### src/sssd_pkg.sv
// shared types, constants and the segment code table of the seven-segment scan driver
// no dependencies; used by the interfaces and every module of the block
`default_nettype none

package sssd_pkg;

  localparam int unsigned CmdW   = 2;
  localparam int unsigned RpmW   = 14;
  localparam int unsigned SpeedW = 8;
  localparam int unsigned EnW    = 4;
  localparam int unsigned DigitW = 4;
  localparam int unsigned NumDigits = 4;
  localparam int unsigned CntW   = 5;

  typedef enum logic [CmdW-1:0] {
    CMD_SHOW   = 2'd0,
    CMD_TOGGLE = 2'd1,
    CMD_BLANK  = 2'd2
  } cmd_e;

  typedef logic [DigitW-1:0] digit_t;

  typedef struct packed {
    logic                        blank;
    logic                        box;
    logic [NumDigits-1:0][DigitW-1:0] digits;
  } entry_t;

  localparam logic [6:0] SegOff = 7'h7f;

  function automatic logic [6:0] seg_code(input digit_t d);
    logic [6:0] s;
    case (d)
      4'd0: s = 7'h40;
      4'd1: s = 7'h79;
      4'd2: s = 7'h24;
      4'd3: s = 7'h30;
      4'd4: s = 7'h19;
      4'd5: s = 7'h12;
      4'd6: s = 7'h02;
      4'd7: s = 7'h78;
      4'd8: s = 7'h00;
      4'd9: s = 7'h10;
      default: s = SegOff;
    endcase
    return s;
  endfunction

endpackage

`default_nettype wire

### src/sssd_if.sv
// handshake interfaces for the command input and the serial bit output
// depends on sssd_pkg for field widths
`default_nettype none

interface sssd_in_if;
  logic                           valid;
  logic                           ready;
  logic [sssd_pkg::CmdW-1:0]      command;
  logic [sssd_pkg::RpmW-1:0]      rpm;
  logic [sssd_pkg::SpeedW-1:0]    speed;

  modport source (output valid, command, rpm, speed, input ready);
  modport sink (input valid, command, rpm, speed, output ready);
endinterface

interface sssd_out_if;
  logic                       valid;
  logic                       ready;
  logic [sssd_pkg::EnW-1:0]   digit_enable;
  logic                       serial_data;
  logic                       latch_pulse;
  logic                       last;

  modport source (output valid, digit_enable, serial_data, latch_pulse, last, input ready);
  modport sink (input valid, digit_enable, serial_data, latch_pulse, last, output ready);
endinterface

`default_nettype wire

### src/seven_segment_scan_shift_driver_core.sv
// top level of the seven-segment scan driver for a serial-in latch register
// depends on sssd_pkg, sssd_if, sssd_front, sssd_queue and sssd_back
//
// in_i takes commands: show (rpm and speed as four digits), toggle box led, blank.
// out_o gives one transaction per shifted bit: digit enable, serial bit, latch
// strobe on the eighth bit of a frame, and last on the final bit of a command.
// show gives 32 bits (four frames), blank gives 8 bits with the held enable,
// toggle and the unused code give nothing; they are taken one per cycle while ready.
// a command passes the front register, the fifo and the current entry register of
// the scan engine before its first bit is registered onto out_o. the scan engine
// gives one bit per cycle while out_o is ready, back to back with no gap between commands.
// the front end and a QueueDepth-entry fifo keep taking commands while the
// scan engine is busy; in_i stalls once the fifo and the front register fill.
// when out_o stalls the current bit holds and the scan pauses.
// reset clears the box led bit, the held enable and all valid state.
`default_nettype none

module seven_segment_scan_shift_driver_core #(
  parameter int unsigned QueueDepth = 4
) (
  input  wire logic  clk_i,
  input  wire logic  rst_ni,
  sssd_in_if.sink    in_i,
  sssd_out_if.source out_o
);

  sssd_pkg::entry_t push_data;
  logic             push_valid;
  logic             push_ready;
  sssd_pkg::entry_t pop_data;
  logic             pop_valid;
  logic             pop_ready;

  sssd_front u_front (
    .clk_i        (clk_i),
    .rst_ni       (rst_ni),
    .in_i         (in_i),
    .push_data_o  (push_data),
    .push_valid_o (push_valid),
    .push_ready_i (push_ready)
  );

  sssd_queue #(
    .Depth (QueueDepth)
  ) u_queue (
    .clk_i        (clk_i),
    .rst_ni       (rst_ni),
    .push_data_i  (push_data),
    .push_valid_i (push_valid),
    .push_ready_o (push_ready),
    .pop_data_o   (pop_data),
    .pop_valid_o  (pop_valid),
    .pop_ready_i  (pop_ready)
  );

  sssd_back u_back (
    .clk_i       (clk_i),
    .rst_ni      (rst_ni),
    .pop_data_i  (pop_data),
    .pop_valid_i (pop_valid),
    .pop_ready_o (pop_ready),
    .out_o       (out_o)
  );

endmodule

`default_nettype wire

### src/sssd_front.sv
// front end: accepts commands, keeps the box led bit, splits readings into digits
// depends on sssd_pkg and sssd_in_if; feeds entries to sssd_queue
`default_nettype none

module sssd_front (
  input  wire logic          clk_i,
  input  wire logic          rst_ni,
  sssd_in_if.sink            in_i,
  output sssd_pkg::entry_t   push_data_o,
  output logic               push_valid_o,
  input  wire logic          push_ready_i
);

  logic box_q, box_d;
  logic s1_valid_q, s1_valid_d;
  logic s1_blank_q;
  logic s1_box_q;
  logic [sssd_pkg::RpmW-1:0]   rpm_q;
  logic [4:0]                  kilo_q;
  logic [sssd_pkg::SpeedW-1:0] spd_q;
  logic [4:0]                  tens_q;

  logic                        acc;
  logic                        keep;
  logic [4:0]                  kilo_d;
  logic [15:0]                 spd_prod;
  logic [13:0]                 kilo_x1000;
  logic [9:0]                  rem;
  logic [3:0]                  hund;
  logic [7:0]                  tens_x10;
  logic [3:0]                  units;
  logic [3:0]                  thou;
  logic [3:0]                  tens;

  assign in_i.ready = !s1_valid_q || push_ready_i;
  assign acc  = in_i.valid && in_i.ready;
  assign keep = (in_i.command == sssd_pkg::CMD_SHOW) || (in_i.command == sssd_pkg::CMD_BLANK);

  // thousands count by threshold compare
  always_comb begin
    kilo_d = 5'd0;
    for (int i = 1; i <= 16; i++) begin
      if (in_i.rpm >= 14'(i * 1000)) begin
        kilo_d = 5'(i);
      end
    end
  end

  assign spd_prod = 16'(in_i.speed) * 16'd205;

  always_comb begin
    box_d = box_q;
    if (acc && (in_i.command == sssd_pkg::CMD_TOGGLE)) begin
      box_d = ~box_q;
    end
    s1_valid_d = s1_valid_q;
    if (acc) begin
      s1_valid_d = keep;
    end else if (push_ready_i) begin
      s1_valid_d = 1'b0;
    end
  end

  always_ff @(posedge clk_i or negedge rst_ni) begin
    if (!rst_ni) begin
      box_q      <= 1'b0;
      s1_valid_q <= 1'b0;
    end else begin
      box_q      <= box_d;
      s1_valid_q <= s1_valid_d;
    end
  end

  always_ff @(posedge clk_i) begin
    if (acc) begin
      s1_blank_q <= (in_i.command == sssd_pkg::CMD_BLANK);
      s1_box_q   <= box_q;
      rpm_q      <= in_i.rpm;
      kilo_q     <= kilo_d;
      spd_q      <= in_i.speed;
      tens_q     <= spd_prod[15:11];
    end
  end

  // second stage: remainders and clamping
  assign kilo_x1000 = 14'(kilo_q) * 14'd1000;
  assign rem        = 10'(rpm_q - kilo_x1000);

  always_comb begin
    hund = 4'd0;
    for (int i = 1; i <= 9; i++) begin
      if (rem >= 10'(i * 100)) begin
        hund = 4'(i);
      end
    end
  end

  assign tens_x10 = 8'({tens_q, 3'b000}) + 8'({tens_q, 1'b0});
  assign units    = 4'(spd_q - tens_x10);
  assign thou     = (kilo_q > 5'd9) ? 4'd9 : 4'(kilo_q);
  assign tens     = (tens_q > 5'd9) ? 4'd9 : 4'(tens_q);

  assign push_valid_o            = s1_valid_q;
  assign push_data_o.blank       = s1_blank_q;
  assign push_data_o.box         = s1_box_q;
  assign push_data_o.digits[0]   = thou;
  assign push_data_o.digits[1]   = hund;
  assign push_data_o.digits[2]   = tens;
  assign push_data_o.digits[3]   = units;

endmodule

`default_nettype wire

### src/sssd_queue.sv
// short fifo of classified entries between the front end and the scan engine
// depends on sssd_pkg for the entry type
`default_nettype none

module sssd_queue #(
  parameter int unsigned Depth = 4
) (
  input  wire logic              clk_i,
  input  wire logic              rst_ni,
  input  wire sssd_pkg::entry_t  push_data_i,
  input  wire logic              push_valid_i,
  output logic                   push_ready_o,
  output sssd_pkg::entry_t       pop_data_o,
  output logic                   pop_valid_o,
  input  wire logic              pop_ready_i
);

  localparam int unsigned PtrW = (Depth > 1) ? $clog2(Depth) : 1;
  localparam int unsigned FillW = $clog2(Depth + 1);

  sssd_pkg::entry_t mem_q [Depth];
  logic [PtrW-1:0]  wr_ptr_q, wr_ptr_d;
  logic [PtrW-1:0]  rd_ptr_q, rd_ptr_d;
  logic [FillW-1:0] fill_q, fill_d;
  logic             push, pop;

  assign push_ready_o = (fill_q != FillW'(Depth));
  assign pop_valid_o  = (fill_q != '0);
  assign push         = push_valid_i && push_ready_o;
  assign pop          = pop_valid_o && pop_ready_i;
  assign pop_data_o   = mem_q[rd_ptr_q];

  always_comb begin
    wr_ptr_d = wr_ptr_q;
    rd_ptr_d = rd_ptr_q;
    if (push) begin
      wr_ptr_d = (wr_ptr_q == PtrW'(Depth - 1)) ? '0 : wr_ptr_q + 1'b1;
    end
    if (pop) begin
      rd_ptr_d = (rd_ptr_q == PtrW'(Depth - 1)) ? '0 : rd_ptr_q + 1'b1;
    end
    fill_d = fill_q;
    if (push && !pop) begin
      fill_d = fill_q + 1'b1;
    end else if (pop && !push) begin
      fill_d = fill_q - 1'b1;
    end
  end

  always_ff @(posedge clk_i or negedge rst_ni) begin
    if (!rst_ni) begin
      wr_ptr_q <= '0;
      rd_ptr_q <= '0;
      fill_q   <= '0;
    end else begin
      wr_ptr_q <= wr_ptr_d;
      rd_ptr_q <= rd_ptr_d;
      fill_q   <= fill_d;
    end
  end

  always_ff @(posedge clk_i) begin
    if (push) begin
      mem_q[wr_ptr_q] <= push_data_i;
    end
  end

endmodule

`default_nettype wire

### src/sssd_back.sv
// scan engine: walks frames bit by bit, drives digit enables and the latch strobe
// depends on sssd_pkg and sssd_out_if; pulls entries from sssd_queue
`default_nettype none

module sssd_back (
  input  wire logic              clk_i,
  input  wire logic              rst_ni,
  input  wire sssd_pkg::entry_t  pop_data_i,
  input  wire logic              pop_valid_i,
  output logic                   pop_ready_o,
  sssd_out_if.source             out_o
);

  sssd_pkg::entry_t              cur_q;
  logic                          cur_valid_q, cur_valid_d;
  logic [sssd_pkg::CntW-1:0]     cnt_q, cnt_d;
  logic [sssd_pkg::EnW-1:0]      en_held_q, en_held_d;
  logic                          out_valid_q, out_valid_d;
  logic [sssd_pkg::EnW-1:0]      out_en_q;
  logic                          out_data_q;
  logic                          out_latch_q;
  logic                          out_last_q;

  logic                          emit;
  logic                          last_bit;
  logic                          done;
  logic                          pop;
  logic [1:0]                    dsel;
  logic [2:0]                    bsel;
  logic [sssd_pkg::EnW-1:0]      show_en;
  logic [sssd_pkg::EnW-1:0]      bit_en;
  logic [7:0]                    frame;

  assign dsel     = cnt_q[4:3];
  assign bsel     = cnt_q[2:0];
  assign emit     = cur_valid_q && (!out_valid_q || out_o.ready);
  assign last_bit = cur_q.blank ? (bsel == 3'd7) : (cnt_q == 5'd31);
  assign done     = emit && last_bit;
  assign pop      = pop_valid_i && (!cur_valid_q || done);
  assign pop_ready_o = !cur_valid_q || done;

  assign show_en = sssd_pkg::EnW'(1) << dsel;
  assign bit_en  = cur_q.blank ? en_held_q : show_en;
  assign frame   = cur_q.blank ? {cur_q.box, sssd_pkg::SegOff}
                               : {cur_q.box, sssd_pkg::seg_code(cur_q.digits[dsel])};

  always_comb begin
    cur_valid_d = cur_valid_q;
    cnt_d       = cnt_q;
    if (pop) begin
      cur_valid_d = 1'b1;
      cnt_d       = '0;
    end else if (done) begin
      cur_valid_d = 1'b0;
    end else if (emit) begin
      cnt_d = cnt_q + 1'b1;
    end
    en_held_d = en_held_q;
    if (emit && !cur_q.blank) begin
      en_held_d = show_en;
    end
    out_valid_d = out_valid_q;
    if (emit) begin
      out_valid_d = 1'b1;
    end else if (out_o.ready) begin
      out_valid_d = 1'b0;
    end
  end

  always_ff @(posedge clk_i or negedge rst_ni) begin
    if (!rst_ni) begin
      cur_valid_q <= 1'b0;
      cnt_q       <= '0;
      en_held_q   <= '0;
      out_valid_q <= 1'b0;
    end else begin
      cur_valid_q <= cur_valid_d;
      cnt_q       <= cnt_d;
      en_held_q   <= en_held_d;
      out_valid_q <= out_valid_d;
    end
  end

  always_ff @(posedge clk_i) begin
    if (pop) begin
      cur_q <= pop_data_i;
    end
    if (emit) begin
      out_en_q    <= bit_en;
      out_data_q  <= frame[3'd7 - bsel];
      out_latch_q <= (bsel == 3'd7);
      out_last_q  <= last_bit;
    end
  end

  assign out_o.valid        = out_valid_q;
  assign out_o.digit_enable = out_en_q;
  assign out_o.serial_data  = out_data_q;
  assign out_o.latch_pulse  = out_latch_q;
  assign out_o.last         = out_last_q;

endmodule

`default_nettype wire
### src/flat_wrapper.sv
// flat-port wrapper written by rule: the top's interface ports become plain ports
module seven_segment_scan_shift_driver_core_flat 
#(
  parameter int unsigned QueueDepth = 4
)
  (clk_i, rst_ni, in_i_valid, in_i_command, in_i_rpm, in_i_speed, in_i_ready, out_o_valid, out_o_digit_enable, out_o_serial_data, out_o_latch_pulse, out_o_last, out_o_ready);
  sssd_in_if in_i_i ();
  sssd_out_if out_o_i ();
  input  wire logic clk_i;
  input  wire logic rst_ni;
  input wire logic [$bits(in_i_i.valid)-1:0] in_i_valid;
  input wire logic [$bits(in_i_i.command)-1:0] in_i_command;
  input wire logic [$bits(in_i_i.rpm)-1:0] in_i_rpm;
  input wire logic [$bits(in_i_i.speed)-1:0] in_i_speed;
  output wire logic [$bits(in_i_i.ready)-1:0] in_i_ready;
  output wire logic [$bits(out_o_i.valid)-1:0] out_o_valid;
  output wire logic [$bits(out_o_i.digit_enable)-1:0] out_o_digit_enable;
  output wire logic [$bits(out_o_i.serial_data)-1:0] out_o_serial_data;
  output wire logic [$bits(out_o_i.latch_pulse)-1:0] out_o_latch_pulse;
  output wire logic [$bits(out_o_i.last)-1:0] out_o_last;
  input wire logic [$bits(out_o_i.ready)-1:0] out_o_ready;
  assign in_i_i.valid = in_i_valid;
  assign in_i_i.command = in_i_command;
  assign in_i_i.rpm = in_i_rpm;
  assign in_i_i.speed = in_i_speed;
  assign in_i_ready = in_i_i.ready;
  assign out_o_valid = out_o_i.valid;
  assign out_o_digit_enable = out_o_i.digit_enable;
  assign out_o_serial_data = out_o_i.serial_data;
  assign out_o_latch_pulse = out_o_i.latch_pulse;
  assign out_o_last = out_o_i.last;
  assign out_o_i.ready = out_o_ready;
  seven_segment_scan_shift_driver_core #(.QueueDepth(QueueDepth)) u_core (.clk_i(clk_i), .rst_ni(rst_ni), .in_i(in_i_i), .out_o(out_o_i));
endmodule
### config.mk
export PLATFORM = sky130hd
export DESIGN_NAME = seven_segment_scan_shift_driver_core_flat
export DESIGN_NICKNAME = d
export VERILOG_FILES = /design/src/sssd_pkg.sv /design/src/sssd_if.sv /design/src/seven_segment_scan_shift_driver_core.sv /design/src/sssd_front.sv /design/src/sssd_queue.sv /design/src/sssd_back.sv /design/src/flat_wrapper.sv
export SDC_FILE = /design/constraint.sdc
export NUM_CORES = 1
export LEC_CHECK = 0
export BUFFER_PORTS_ARGS = -buffer_cell sky130_fd_sc_hd__buf_2
export CORE_ASPECT_RATIO = 0.9
export CORE_MARGIN = 1
export CORE_UTILIZATION = 55
export CTS_BUF_LIST = sky130_fd_sc_hd__clkbuf_8
export DETAILED_ROUTE_END_ITERATION = 16
export HOLD_SLACK_MARGIN = 0.15
export PLACE_DENSITY = 0.85
export RECOVER_POWER = 50
export SLEW_MARGIN = 0
export SYNTH_ARGS = -nofsm -noshare
export SYNTH_HDL_FRONTEND = slang
export SYNTH_SLANG_ARGS = --single-unit
### constraint.sdc
create_clock -name clk_i -period 8.5 [get_ports clk_i]
set_clock_uncertainty 0.05 [all_clocks]
set_input_delay 0.85 -clock clk_i [delete_from_list [all_inputs] [get_ports clk_i]]
set_output_delay 0.85 -clock clk_i [all_outputs]
set_load 0.01 [all_outputs]
---- Word-level counts from Yosys, hierarchy flattened ----
Memories as Yosys holds them, arrays and structs flattened. A register that Yosys moved wholly into a read port is not among the register bits.
Index checks and enable logic that the tools add are counted.
cells by class
  add/subtract/negate cells ............... 9
  multipliers ............................. 2
  $lt $le $gt $ge ......................... 29
  equality and inequality tests ........... 8
  shift-type cells ........................ 1
  mux-type cells .......................... 48
  bitwise operators ....................... 1
  reduce and logical (&&, ||, !) cells .... 27
operator list
  kind                                                    number
  >= comparator 14 bit (second input constant)            8
  two-way mux 5 bit                                       16
  >= comparator 14 x 13 -> 1 bit (second input constant)  4
  two-way mux 4 bit                                       12
  >= comparator 10 bit (second input constant)            4
  >= comparator 10 x 9 -> 1 bit (second input constant)   3
  >= comparator 14 x 12 -> 1 bit (second input constant)  2
  multiplier 8 x 8 -> 16 bit (second input constant)      1
  >= comparator 14 x 10 -> 1 bit (second input constant)  1
  >= comparator 14 x 11 -> 1 bit (second input constant)  1
  two-way mux 1 bit                                       12
  >= comparator 10 x 7 -> 1 bit (second input constant)   1
  >= comparator 10 x 8 -> 1 bit (second input constant)   1
  > comparator 5 x 4 -> 1 bit (second input constant)     2
  nonzero test 2 bit                                      5
  subtractor 10 bit                                       1
  logical AND 1 bit                                       9
  binary-select mux 4 bit (select 2 bit)                  1
  multiplier 5 x 7 -> 7 bit (second input constant)       1
  two-way mux 7 bit                                       1
  == test 2 bit (second input constant)                   3
  logical NOT 1 bit                                       6
  two-way mux 2 bit                                       3
  two-way mux 3 bit                                       2
  other kinds (21)                                        25
storage, ports and cells
  register bits after elaboration ......... 53
  bits in writable memories ............... 72
  bits in read-only memories .............. 112
  output and inout bits ................... 9
  word-level logic and storage cells ...... 146
  memories kept ........................... 2
memory list
  name                  words  bits a word  rd ports  clocked after Yosys merged registers in  write ports  RTL line          text
  (no name shown)       16     7            1         0                                        0            sssd_pkg.sv:33    case (d)
  u_core.u_queue.mem_q  4      18           1         1                                        1            sssd_queue.sv:21  sssd_pkg::entry_t mem_q [Depth];

---- Depth between registers and ports, before layout ----
Gate-level depths: netlist (run 1).
  depth after elaboration ................. 16
  depth in mapped cells ................... 16
  depth with buffers taken out ............ 15

---- By module ----
A second synthesis (run 1) with hierarchy kept.
second synthesis, totals
  cells, all modules ...................... 630
  area, all modules ....................... 8,156.6 um2
modules (own cells, without submodules)
  module      times used  cells an instance  area an instance (um2)
  sssd_front  1           366                3,388.2
  sssd_queue  1           130                3,031.7
  sssd_back   1           134                1,736.7

---- Worst setup path before layout (run 1) ----
No wires, ideal clock.
  path kind ............................... input port to flip-flop
  start point ............................. input port in_i_speed[1]
  end point ............................... register u_core.u_front.tens_q[4] (data pin)
  arrival time ............................ 4.223 ns
  setup slack ............................. 3.969 ns
  stages on the path ...................... 14
  path through ............................ ha_1 > inv_1 > fa_1 > fa_1 > inv_1 > fa_1 > ha_1 > o21a_1 > o21ai_0 > o21ai_0 > a211oi_1 > a21oi_1 > nor2_1 > xnor2_1
between the ends
  word-level cells in the longest chain between the ends .. 1
RTL lines
  what                             RTL line            text
  from (decl)                      flat_wrapper.sv:14  input wire logic [$bits(in_i_i.speed)-1:0] in_i_speed;
  multiplier 8 x 8 -> 16 bit       sssd_front.sv:49    assign spd_prod = 16'(in_i.speed) * 16'd205;
  net u_core.u_front.spd_prod[15]  sssd_front.sv:26    logic [15:0] spd_prod;
  to (signal assigned)             sssd_front.sv:81    tens_q <= spd_prod[15:11];
  to (decl)                        sssd_front.sv:21    logic [4:0] tens_q;
The timed path passes the listed nets, and every way through them passes these cells.
A chain may end at the register's enable or synchronous reset.

---- Final worst setup path (run 1) ----
  start point ............................. input port in_i_speed[2]
  end point ............................... register u_core.u_front.tens_q[4] (data pin)
Same word-level chain as after synthesis.

==> impl_metrics.ini, run 1 <==
[outcome]
status = finished clean

[sta]
slew_headroom_pct = 9.64
setup_tns_ps = 0
fin_crit_sh_pct = 55.2
rsz0062_at_grt = no
fmax_ghz = 0.213
finalSetupViolations = 0
drv_slew = 0
min_period_ps = 4700
hold_viol_final = 0
worst-slew-pin-transition_ps = 1360

[synthesis]
netlist_instances = 620
synth_top_area_share_pct = 45.6
syn-num-nets = 742
synth_cell_type_count = 57
synth-edff-count = 121
synth_top_cell_by_area = edfxtp_1
synthAdderAreaFrac_pct = 16.3
syn_area_per_cell_sq_um = 12.9
async_reset_ff_share_pct = 14.2
synth.area.top_cells = edfxtp_1, ha_1, dfrtp_1, mux4_2, fa_1
synth_mux_area_share_pct = 8.08
synth_area_sq_mm = 0.00798
ys_warn_count = 0
yosys.area_share.simple_pct = 6.93
synth_top_family_by_area = adder cells
seq_area_frac_synth_pct = 51.8
synth_compound_area_share_pct = 8.66
synth-seq-cells = 141
synthFlopType = edfxtp_1
synthXorXnorAreaFrac_pct = 3.61

[floorplan]
fp.dieH_microns = 116
start_util_pct = 56.5
die_area_sq_mm = 0.0150
coreArea_sq_mm = 0.0141
ios = 37
rows = 41
die_w_microns = 129

[clock_network]
numCtsBuffers = 17
clk_latency_ps = 450
cts_root_buf = clkbuf_8
cts_setup_buffers = 0
ctsHtreeMaxLevel = 4
path_clk_slew_ps = 70
cts-resized-gates = 0
cts_tree = done
clock-sinks = 141
clock_path_buffers = 2
hold_buffers = 0

[routing]
ant_nets = 0
drtIter0Drc = 271
first_pass_iters = 6
wl_microns = 13600
num_vias = 4828
route.detailed.drc = 0
avgViaCountPerCell = 5.60
avgRoutedWirePerCell_microns = 15.7

[global_route]
met3_usage_pct = 4.40
grt_start_max_net_pins = 27
grtUsageMet2_pct = 35.8
grt_pass1_wl_microns = 22600
grt_busiest_layer = met2
grt_use_total_pct = 19.9
use_met1_pct = 22.5
grt_pass1_vias = 4958
antenna_found_initial = 0
grt-ovfl-total = 0

[placement]
port_buffers = 34
place.gp.congestion = 0.890
hpwl_microns = 9960
place_inst = 830

[power_and_ir_drop]
p_total_mw = 2.88
leakagePower_nw = 3.54
p_per_area_mw_per_mm2 = 330
ir_drop_mv = 0.181

[setup_path]
critPathCaptureType = register
required_ps = 8640
cpMaxStageDelayCell = fa_1
cp_max_fo = 4
crit_family = adder cells
path_buf_inv = 3
path_class = input port to register
slowest_delay_ps = 520
worstPathArrival_ps = 4840
worstPathCellList = clkbuf_1 > ha_1 > inv_1 > fa_1 > fa_1 > inv_1 > fa_1 > ha_1 > o21a_1 > o21ai_0 > o21ai_0 > a211oi_1 > a21oi_1 > nor2_1 > xnor2_1
path_common_cell = fa_1
critPathLaunchType = input port

[layout]
antenna_cells = 0
fin_nets = 778
drive_above_1_share_pct = 13.8
layout.cells.non_filler = 862
area_growth_pct = 9.46
fillCellCount = 1023

[flow_run]
maxCapViolCount = 0

[hold_path]
hp-class = register to register
[layer usage]
metal / vias to the layer above / routed length [microns]
met1: 2338 / 5560
met3: 30 / 589
met4: 0 / 276
li1: 2311 / -
met2: 149 / 7140
met5: - / 0
[worst reg2reg max path, delay by kind of cell (launching register included)]
| family | cells | cell delay, ps |
|---|---|---|
| AOI/OAI and AO/OA | 3 | 750 |
| DFF | 1 | 500 |
| xor gates and xnor gates | 1 | 240 |
| muxes | 1 | 360 |
| adders and majority gates | 5 | 2100 |
| buffers and inverters | 1 | 40 |
[sequential cells by signal (all words and copies together) (netlist names), 3 cells and up]
name and cells:
u_core.u_back.cnt_q 5, u_core.u_back.cur_q 18, u_core.u_back.en_held_q 4, u_core.u_back.out_o.digit_enable 4, u_core.u_front.kilo_q 5, u_core.u_front.rpm_q 8, u_core.u_front.spd_q 4, u_core.u_front.tens_q 5
u_core.u_queue.fill_q 3, u_core.u_queue.mem_q 72
[layout by cell type, fill, tap and decap left out, types with 6 or more instances in the layout]
master / synthesis / layout
a21o_1: 6 / 6
clkbuf_8: 1 / 17
ha_1: 77 / 77
o31ai_1: 6 / 6
mux4_2: 22 / 22
mux2i_1: 7 / 7
nor2_1: 41 / 41
o21ai_0: 29 / 29
nand3_1: 8 / 8
nand2_1: 33 / 33
clkbuf_1: 14 / 14
mux2_2: 7 / 7
a31oi_1: 7 / 6
inv_1: 71 / 73
dfrtp_1: 20 / 20
xnor2_1: 21 / 21
xor2_1: 10 / 10
edfxtp_1: 121 / 121
a21oi_1: 30 / 30
buf_2: 0 / 21
fa_1: 17 / 17
[metrics by stage]
step	hold WS, ps	cell area (sq um)	utilization [%]	setup WS (ps)
2_1_floorplan	391	7980	-	3970
3_3_place_gp	407	8310	58.9	3640
3_5_place_dp	419	8310	58.9	3450
4_1_cts	301	8750	62.0	3880
5_1_grt	452	8730	61.9	3590
6_report	430	8730	61.9	3800
[cell usage after synthesis, types with 4 or more instances]
cell / number
and2_1: 5
a21oi_1: 30
fa_1: 17
mux4_2: 22
a31oi_1: 7
nand3_1: 8
dfrtp_1: 20
mux2_2: 7
nand2b_1: 5
edfxtp_1: 121
o31ai_1: 6
nor2_1: 41
ha_1: 77
o21ai_0: 29
xnor2_1: 21
nand2_1: 33
o31a_1: 4
xor2_1: 10
a21o_1: 6
clkbuf_1: 14
inv_1: 71
nor3_1: 4
mux2i_1: 7
a211oi_1: 4
[cell type report]
class / instances / area, sq um / area share, %
flip-flops and latches: 141 / 4130 / 47.3
multi-input cells: 389 / 3490 / 39.9
inverters: 71 / 267 / 3.05
well taps: 193 / 241 / 2.77
clock buffers: 17 / 234 / 2.68
clock inverters: 15 / 204 / 2.34
repair buffers: 36 / 165 / 1.89
[worst paths after layout]
path | startpoint | endpoint | slack (ps) | cells past startpoint
worst max-delay path | in_i_speed[2] | u_core.u_front.tens_q[4] | 3800 | 15
worst min-delay path | u_core.u_back.cur_valid_q | u_core.u_back.out_o.valid | 430 | 1
worst max register to register | u_core.u_front.kilo_q[2] | u_core.u_queue.mem_q[0][4] | 4260 | 11
worst min register to register | u_core.u_back.cur_valid_q | u_core.u_back.out_o.valid | 430 | 1
max in group asynchronous | rst_ni | u_core.u_back.en_held_q[3] | 7180 | 1
min in group asynchronous | rst_ni | u_core.u_queue.fill_q[2] | 550 | 1
[power by group]
part	internal (mW)	switching (mW)
clock network	0.343	0.241
registers	1.04	0.110
logic	0.507	0.637
[cell families (layout without fill, tap and decap cells)]
group	after synthesis	count (layout)
muxes	36	36
xor gates and xnor gates	32	32
adders and majority gates	94	94
AOI/OAI and AO/OA	109	109
and+or+nand+nor	118	118
buffers and inverters	90	139
DFF	141	141
No activity file was read; power rests on OpenSTA's default activity.
==> inputs of run 2 (changes only) <==
Settings changed: ABC_AREA from default to 1, PLACE_DENSITY 0.85 to 0.87.
Clock period 8.5 ns to 4.3 ns, I/O delays scaled along.
==> run 2 against run 1 <==
Against the previous run: sequential power is 110% higher; global-route usage up 1.8 points; sequential cell count unchanged; synthesized cell count grew 35%; utilization grew 0.85 points; clock power rose by 71%; routed wire length up 20%; synthesized area increased by 3.5%; combinational power grew to 2.6 times the previous value; non-clock buffer count is 14 higher; worst hold slack lost 240 ps; sequential share of layout area shrank 2.4 points.
==> impl_metrics.ini, run 2 <==
[sta]
worst-slew-pin-transition_ps = 1170
hold_viol_final = 0
whs_ps = 188
min_period_ps = 4160
slew_headroom_pct = 21.8
fmax_ghz = 0.240
finalSetupViolations = 0
fin_crit_sh_pct = 96.8
layout_setup_ws_ps = 136
drv_slew = 0

[outcome]
status = finished clean

[hold_path]
hp-class = input port to register

[global_route]
grt_pass1_vias = 5879
antenna_found_initial = 0
grt_start_max_net_pins = 40
grt_use_total_pct = 21.8
grt-ovfl-total = 0
grt_pass1_wl_microns = 26600

[power_and_ir_drop]
leakagePower_nw = 3.99
p_total_mw = 6.30
p_per_area_mw_per_mm2 = 685
ir_drop_mv = 0.314

[synthesis]
synth-seq-cells = 141
seq_area_frac_synth_pct = 50.1
synth.area.top_cells = edfxtp_1, ha_1, nand2_1, dfrtp_1, inv_1
synth_area_sq_mm = 0.00826
netlist_instances = 836
synth_top_cell_by_area = edfxtp_1
synth_top_area_share_pct = 44.0
async_reset_ff_share_pct = 14.2
syn-num-nets = 958
synth-edff-count = 121
synthFlopType = edfxtp_1
ys_warn_count = 0
synth_cell_type_count = 43
yosys-top-cells-count = nand2_1, edfxtp_1, inv_1, ha_1, nor2_1
syn_area_per_cell_sq_um = 9.88
yosysMostFrequentCell = nand2_1

[floorplan]
rows = 42
ios = 37
start_util_pct = 56.3
die_w_microns = 131
die_area_sq_mm = 0.0155
coreArea_sq_mm = 0.0147
fp.dieH_microns = 118

[routing]
wl_microns = 16300
ant_nets = 0
route.detailed.drc = 0
drtIter0Drc = 466
first_pass_iters = 5
num_vias = 6021
avgViaCountPerCell = 5.45
avgRoutedWirePerCell_microns = 14.8

[clock_network]
clock-sinks = 141
path_clk_slew_ps = 70
cts_root_buf = clkbuf_8
clk_latency_ps = 440
clock_path_buffers = 2
cts_tree = done
numCtsBuffers = 17
ctsHtreeMaxLevel = 4

[setup_path]
worstPathCellList = dlygate4sd3_1 > buf_2 > ha_1 > inv_1 > fa_1 > fa_1 > inv_1 > fa_1 > ha_1 > a21oi_2 > o21ai_0 > nand2_1 > o211ai_1 > a21o_1 > a21oi_1 > xor2_1
path_class = input port to register
cp_max_fo = 3
critPathLaunchType = input port
path_common_cell = fa_1
cpMaxStageDelayCell = dlygate4sd3_1
worstPathArrival_ps = 4310
required_ps = 4440
slowest_delay_ps = 540
critPathCaptureType = register

[placement]
hpwl_microns = 11600
port_buffers = 34
post-place-ws_ps = -56.6
place.gp.congestion = 0.950

[flow_run]
maxCapViolCount = 0

[layout]
antenna_cells = 0
final_cell_mix = nand2_1, edfxtp_1, inv_1
largest_reg_flops = 72
top_register = u_core.u_queue.mem_q
fin_nets = 1016
drive_above_1_share_pct = 10.6
area_growth_pct = 11.4
final_common_cell = nand2_1
top_regs = u_core.u_queue.mem_q (72), u_core.u_back.cur_q (18), u_core.u_front.rpm_q (8)
## run 2: cell count changes in the layout (fill, tap and decap cells not counted), moves of 11 or more
cell	change
inv_1	+43
nand3_1	+19
nand2_1	+114
o21ai_0	+37
xnor2_1	-11
inv_2	+15
mux4_2	-22
o22ai_1	+17
nor2_1	+36
## run 2: layer usage
layer  vias up  GRT usage, %  routed length (microns)  share of wire [%]
met5         -             0                        0                  0
met4         0          10.1                      361                2.2
met3        44          4.33                      824                5.0
met2       197          38.4                     8420                 52
met1      2822          25.6                     6740                 41
li1       2958             -                        -                  -
## run 2: critical path, delay by kind of cell
family                     cells  cell delay [ps]
adders and majority gates      5             2110
buffers and inverters          4              810
AOI/OAI and AO/OA              5              790
and+or+nand+nor                1               80
xor gates and xnor gates       1               80
## run 2: final cells by class
| class | count | area [sq um] |
|---|---|---|
| fillers | 1086 | 5460 |
| flip-flops and latches | 141 | 4130 |
| multi-input cells | 555 | 3690 |
| inverters | 129 | 484 |
| repair buffers | 50 | 268 |
| clock buffers | 18 | 248 |
| well taps | 198 | 248 |
| clock inverters | 14 | 129 |
## run 2: worst paths after layout
path	startpoint	to	slack, ps	cells after the start
min in group asynchronous	rst_ni	u_core.u_back.cnt_q[0]	660	2
worst max-delay path	in_i_speed[1]	u_core.u_front.tens_q[4]	140	16
worst min-delay path	in_i_command[0]	u_core.u_front.push_valid_o	190	2
worst max register to register	u_core.u_front.kilo_q[2]	u_core.u_queue.mem_q[0][5]	200	21
max in group asynchronous	rst_ni	u_core.u_queue.wr_ptr_q[1]	2890	2
worst min register to register	u_core.u_front.box_q	u_core.u_front.s1_box_q	430	0
## run 2: power breakdown
group | internal, mW | switching, mW | leakage, nW
Combinational | 1.04 | 1.89 | 2.42
Sequential | 2.16 | 0.203 | 1.38
Clock | 0.519 | 0.484 | 0.192
Total | 3.72 | 2.58 | 3.99
## run 2: cells by family (layout without fill, tap and decap cells)
| kind of cell | after synthesis | in the layout | synth area share (%) |
|---|---|---|---|
| and+or+nand+nor | 288 | 288 | 14.6 |
| AOI/OAI and AO/OA | 148 | 148 | 10.4 |
| DFF | 141 | 141 | 50.1 |
| buffers and inverters | 140 | 211 | 6.38 |
| adders and majority gates | 94 | 94 | 15.8 |
| xor gates and xnor gates | 24 | 24 | 2.64 |
| muxes | 1 | 1 | 0.136 |
## run 2: stage by stage
stage,util (%),cell area (sq um),cells,TNS [ps]
finish,62.7,9200,1105,0
global route,62.7,9200,1105,-290
CTS,62.3,9130,1103,0
detailed placement,59.2,8680,1064,-226
global placement,59.2,8680,1064,0
floorplan,-,8260,836,0
## run 2: what timing repair did
action,4_1_cts,5_1_grt
hold buffers,5,0
buffers inserted,2,2
endpoints found under the setup margin,8,13
pin swaps,0,12
endpoints found under the hold margin,24,0
resized for setup,1,19
==> inputs of run 3 (changes only) <==
Settings changed: ABC_AREA 1 to default, CORE_MARGIN 1 to default.
==> run 3 against run 2 <==
Against the previous run: via count down 19%; highest routed layer unchanged; fmax down 0.28%; final cell count down 21%; critical path depth decreased by 5; routed wire length decreased by 15%.
==> impl_metrics.ini, run 3 (same netlist as run 1, synthesis figures left out) <==
[placement]
place.gp.congestion = 0.902
hpwl_microns = 10100
port_buffers = 34
postPlaceCellArea_sq_mm = 0.00834

[global_route]
use_met1_pct = 24.4
grt-ovfl-total = 0
met3_usage_pct = 4.08
antenna_found_initial = 0
grt_use_total_pct = 20.3
grt_pass1_vias = 4963
grt_busiest_layer = met2
grt_start_max_net_pins = 27
grtUsageMet2_pct = 35.9
grt_pass1_wl_microns = 23100

[clock_network]
cts_root_buf = clkbuf_8
clock_path_buffers = 2
clk_latency_ps = 430
cts_tree = done
ctsHtreeMaxLevel = 4
numCtsBuffers = 17
clock-sinks = 141
path_clk_slew_ps = 80

[sta]
worst-slew-pin-transition_ps = 1380
fin_crit_sh_pct = 97.1
whs_ps = 178
finalSetupViolations = 0
fmax_ghz = 0.240
hold_viol_final = 0
setup_tns_ps = 0
min_period_ps = 4180
slew_headroom_pct = 7.72
drv_slew = 0

[setup_path]
critPathLaunchType = register
required_ps = 4500
cp_max_fo = 6
worstPathArrival_ps = 4380
r2r_start = u_core.u_front.kilo_q[2]
r2r_slack_ps = 120
startpoint = u_core.u_front.kilo_q[2]
path_class = register to register
critPathCaptureType = register

[power_and_ir_drop]
p_per_area_mw_per_mm2 = 649
leakagePower_nw = 3.52
ir_drop_mv = 0.378
p_total_mw = 5.68

[floorplan]
ios = 37
fp.dieH_microns = 116
die_w_microns = 129
coreArea_sq_mm = 0.0141
start_util_pct = 56.5
rows = 41
die_area_sq_mm = 0.0150

[outcome]
status = finished clean

[layout]
final_cell_mix = edfxtp_1, ha_1, inv_1
fin_nets = 786
largest_reg_flops = 72
final_common_cell = edfxtp_1
area_growth_pct = 9.85
final_core_util_pct = 62.1
drive_above_1_share_pct = 14.3
design_area_sq_mm = 0.00876
antenna_cells = 0
top_regs = u_core.u_queue.mem_q (72), u_core.u_back.cur_q (18), u_core.u_front.rpm_q (8)
top_register = u_core.u_queue.mem_q

[routing]
num_vias = 4872
avgViaCountPerCell = 5.61
first_pass_iters = 5
avgRoutedWirePerCell_microns = 16.0
route.detailed.drc = 0
drtIter0Drc = 316
wl_microns = 13900
ant_nets = 0

[hold_path]
holdCritStartpoint = in_i_command[0]
hp-class = input port to register

[flow_run]
maxCapViolCount = 0
==> run 3: critical path: stages, from the launching register on <==
cell and delay (ps):
edfxtp_1 480, ha_1 340, ha_1 310, fa_1 530, fa_1 570, inv_1 50
ha_1 390, a21o_1 220, a21oi_2 220, xor2_1 230, mux2_2 370, o22ai_2 240
==> run 3: metrics by stage <==
stage / setup slack, ps / std cells
finish: 125 / 869
global route: -7.66 / 869
CTS: 14.0 / 867
detailed placement: -189 / 833
global placement: 79.7 / 833
floorplan: 189 / 620
==> run 3: final timing paths <==
| kind | end | cells after the start |
|---|---|---|
| setup / recovery | u_core.u_queue.mem_q[1][4] | 11 |
| hold / removal | u_core.u_front.push_valid_o | 2 |
| setup reg to reg | u_core.u_queue.mem_q[1][4] | 11 |
| hold reg to reg | u_core.u_front.s1_box_q | 0 |
| max in group asynchronous | u_core.u_queue.fill_q[2] | 2 |
| min in group asynchronous | u_core.u_back.out_o.valid | 2 |
==> run 3: layout make-up <==
type | instances | area [sq um]
Fill cell | 1032 | 5350
Sequential cell | 141 | 4130
Multi-Input combinational cell | 389 | 3510
Inverter | 71 | 267
Tap cell | 193 | 241
Clock buffer | 17 | 234
Timing Repair Buffer | 44 | 224
Clock inverter | 14 | 148
==> run 3: metal layers <==
layer  wire length (microns)  part of all wire [%]
met5                       0                     0
met2                    7290                    53
met4                     324                   2.3
met3                     471                   3.4
met1                    5780                    42
==> run 3: timing repair <==
action                                 CTS  global route
hold buffers                             3             0
gates resized for setup                  0             4
buffers inserted                         0             2
endpoints found under the hold margin   22             0
setup endpoints to repair                0             8
==> run 3: report_power, final <==
group	switching, mW	internal (mW)	total [mW]
sequential	0.264	2.06	2.32
clock	0.492	0.511	1.00
combinational	1.30	1.07	2.36
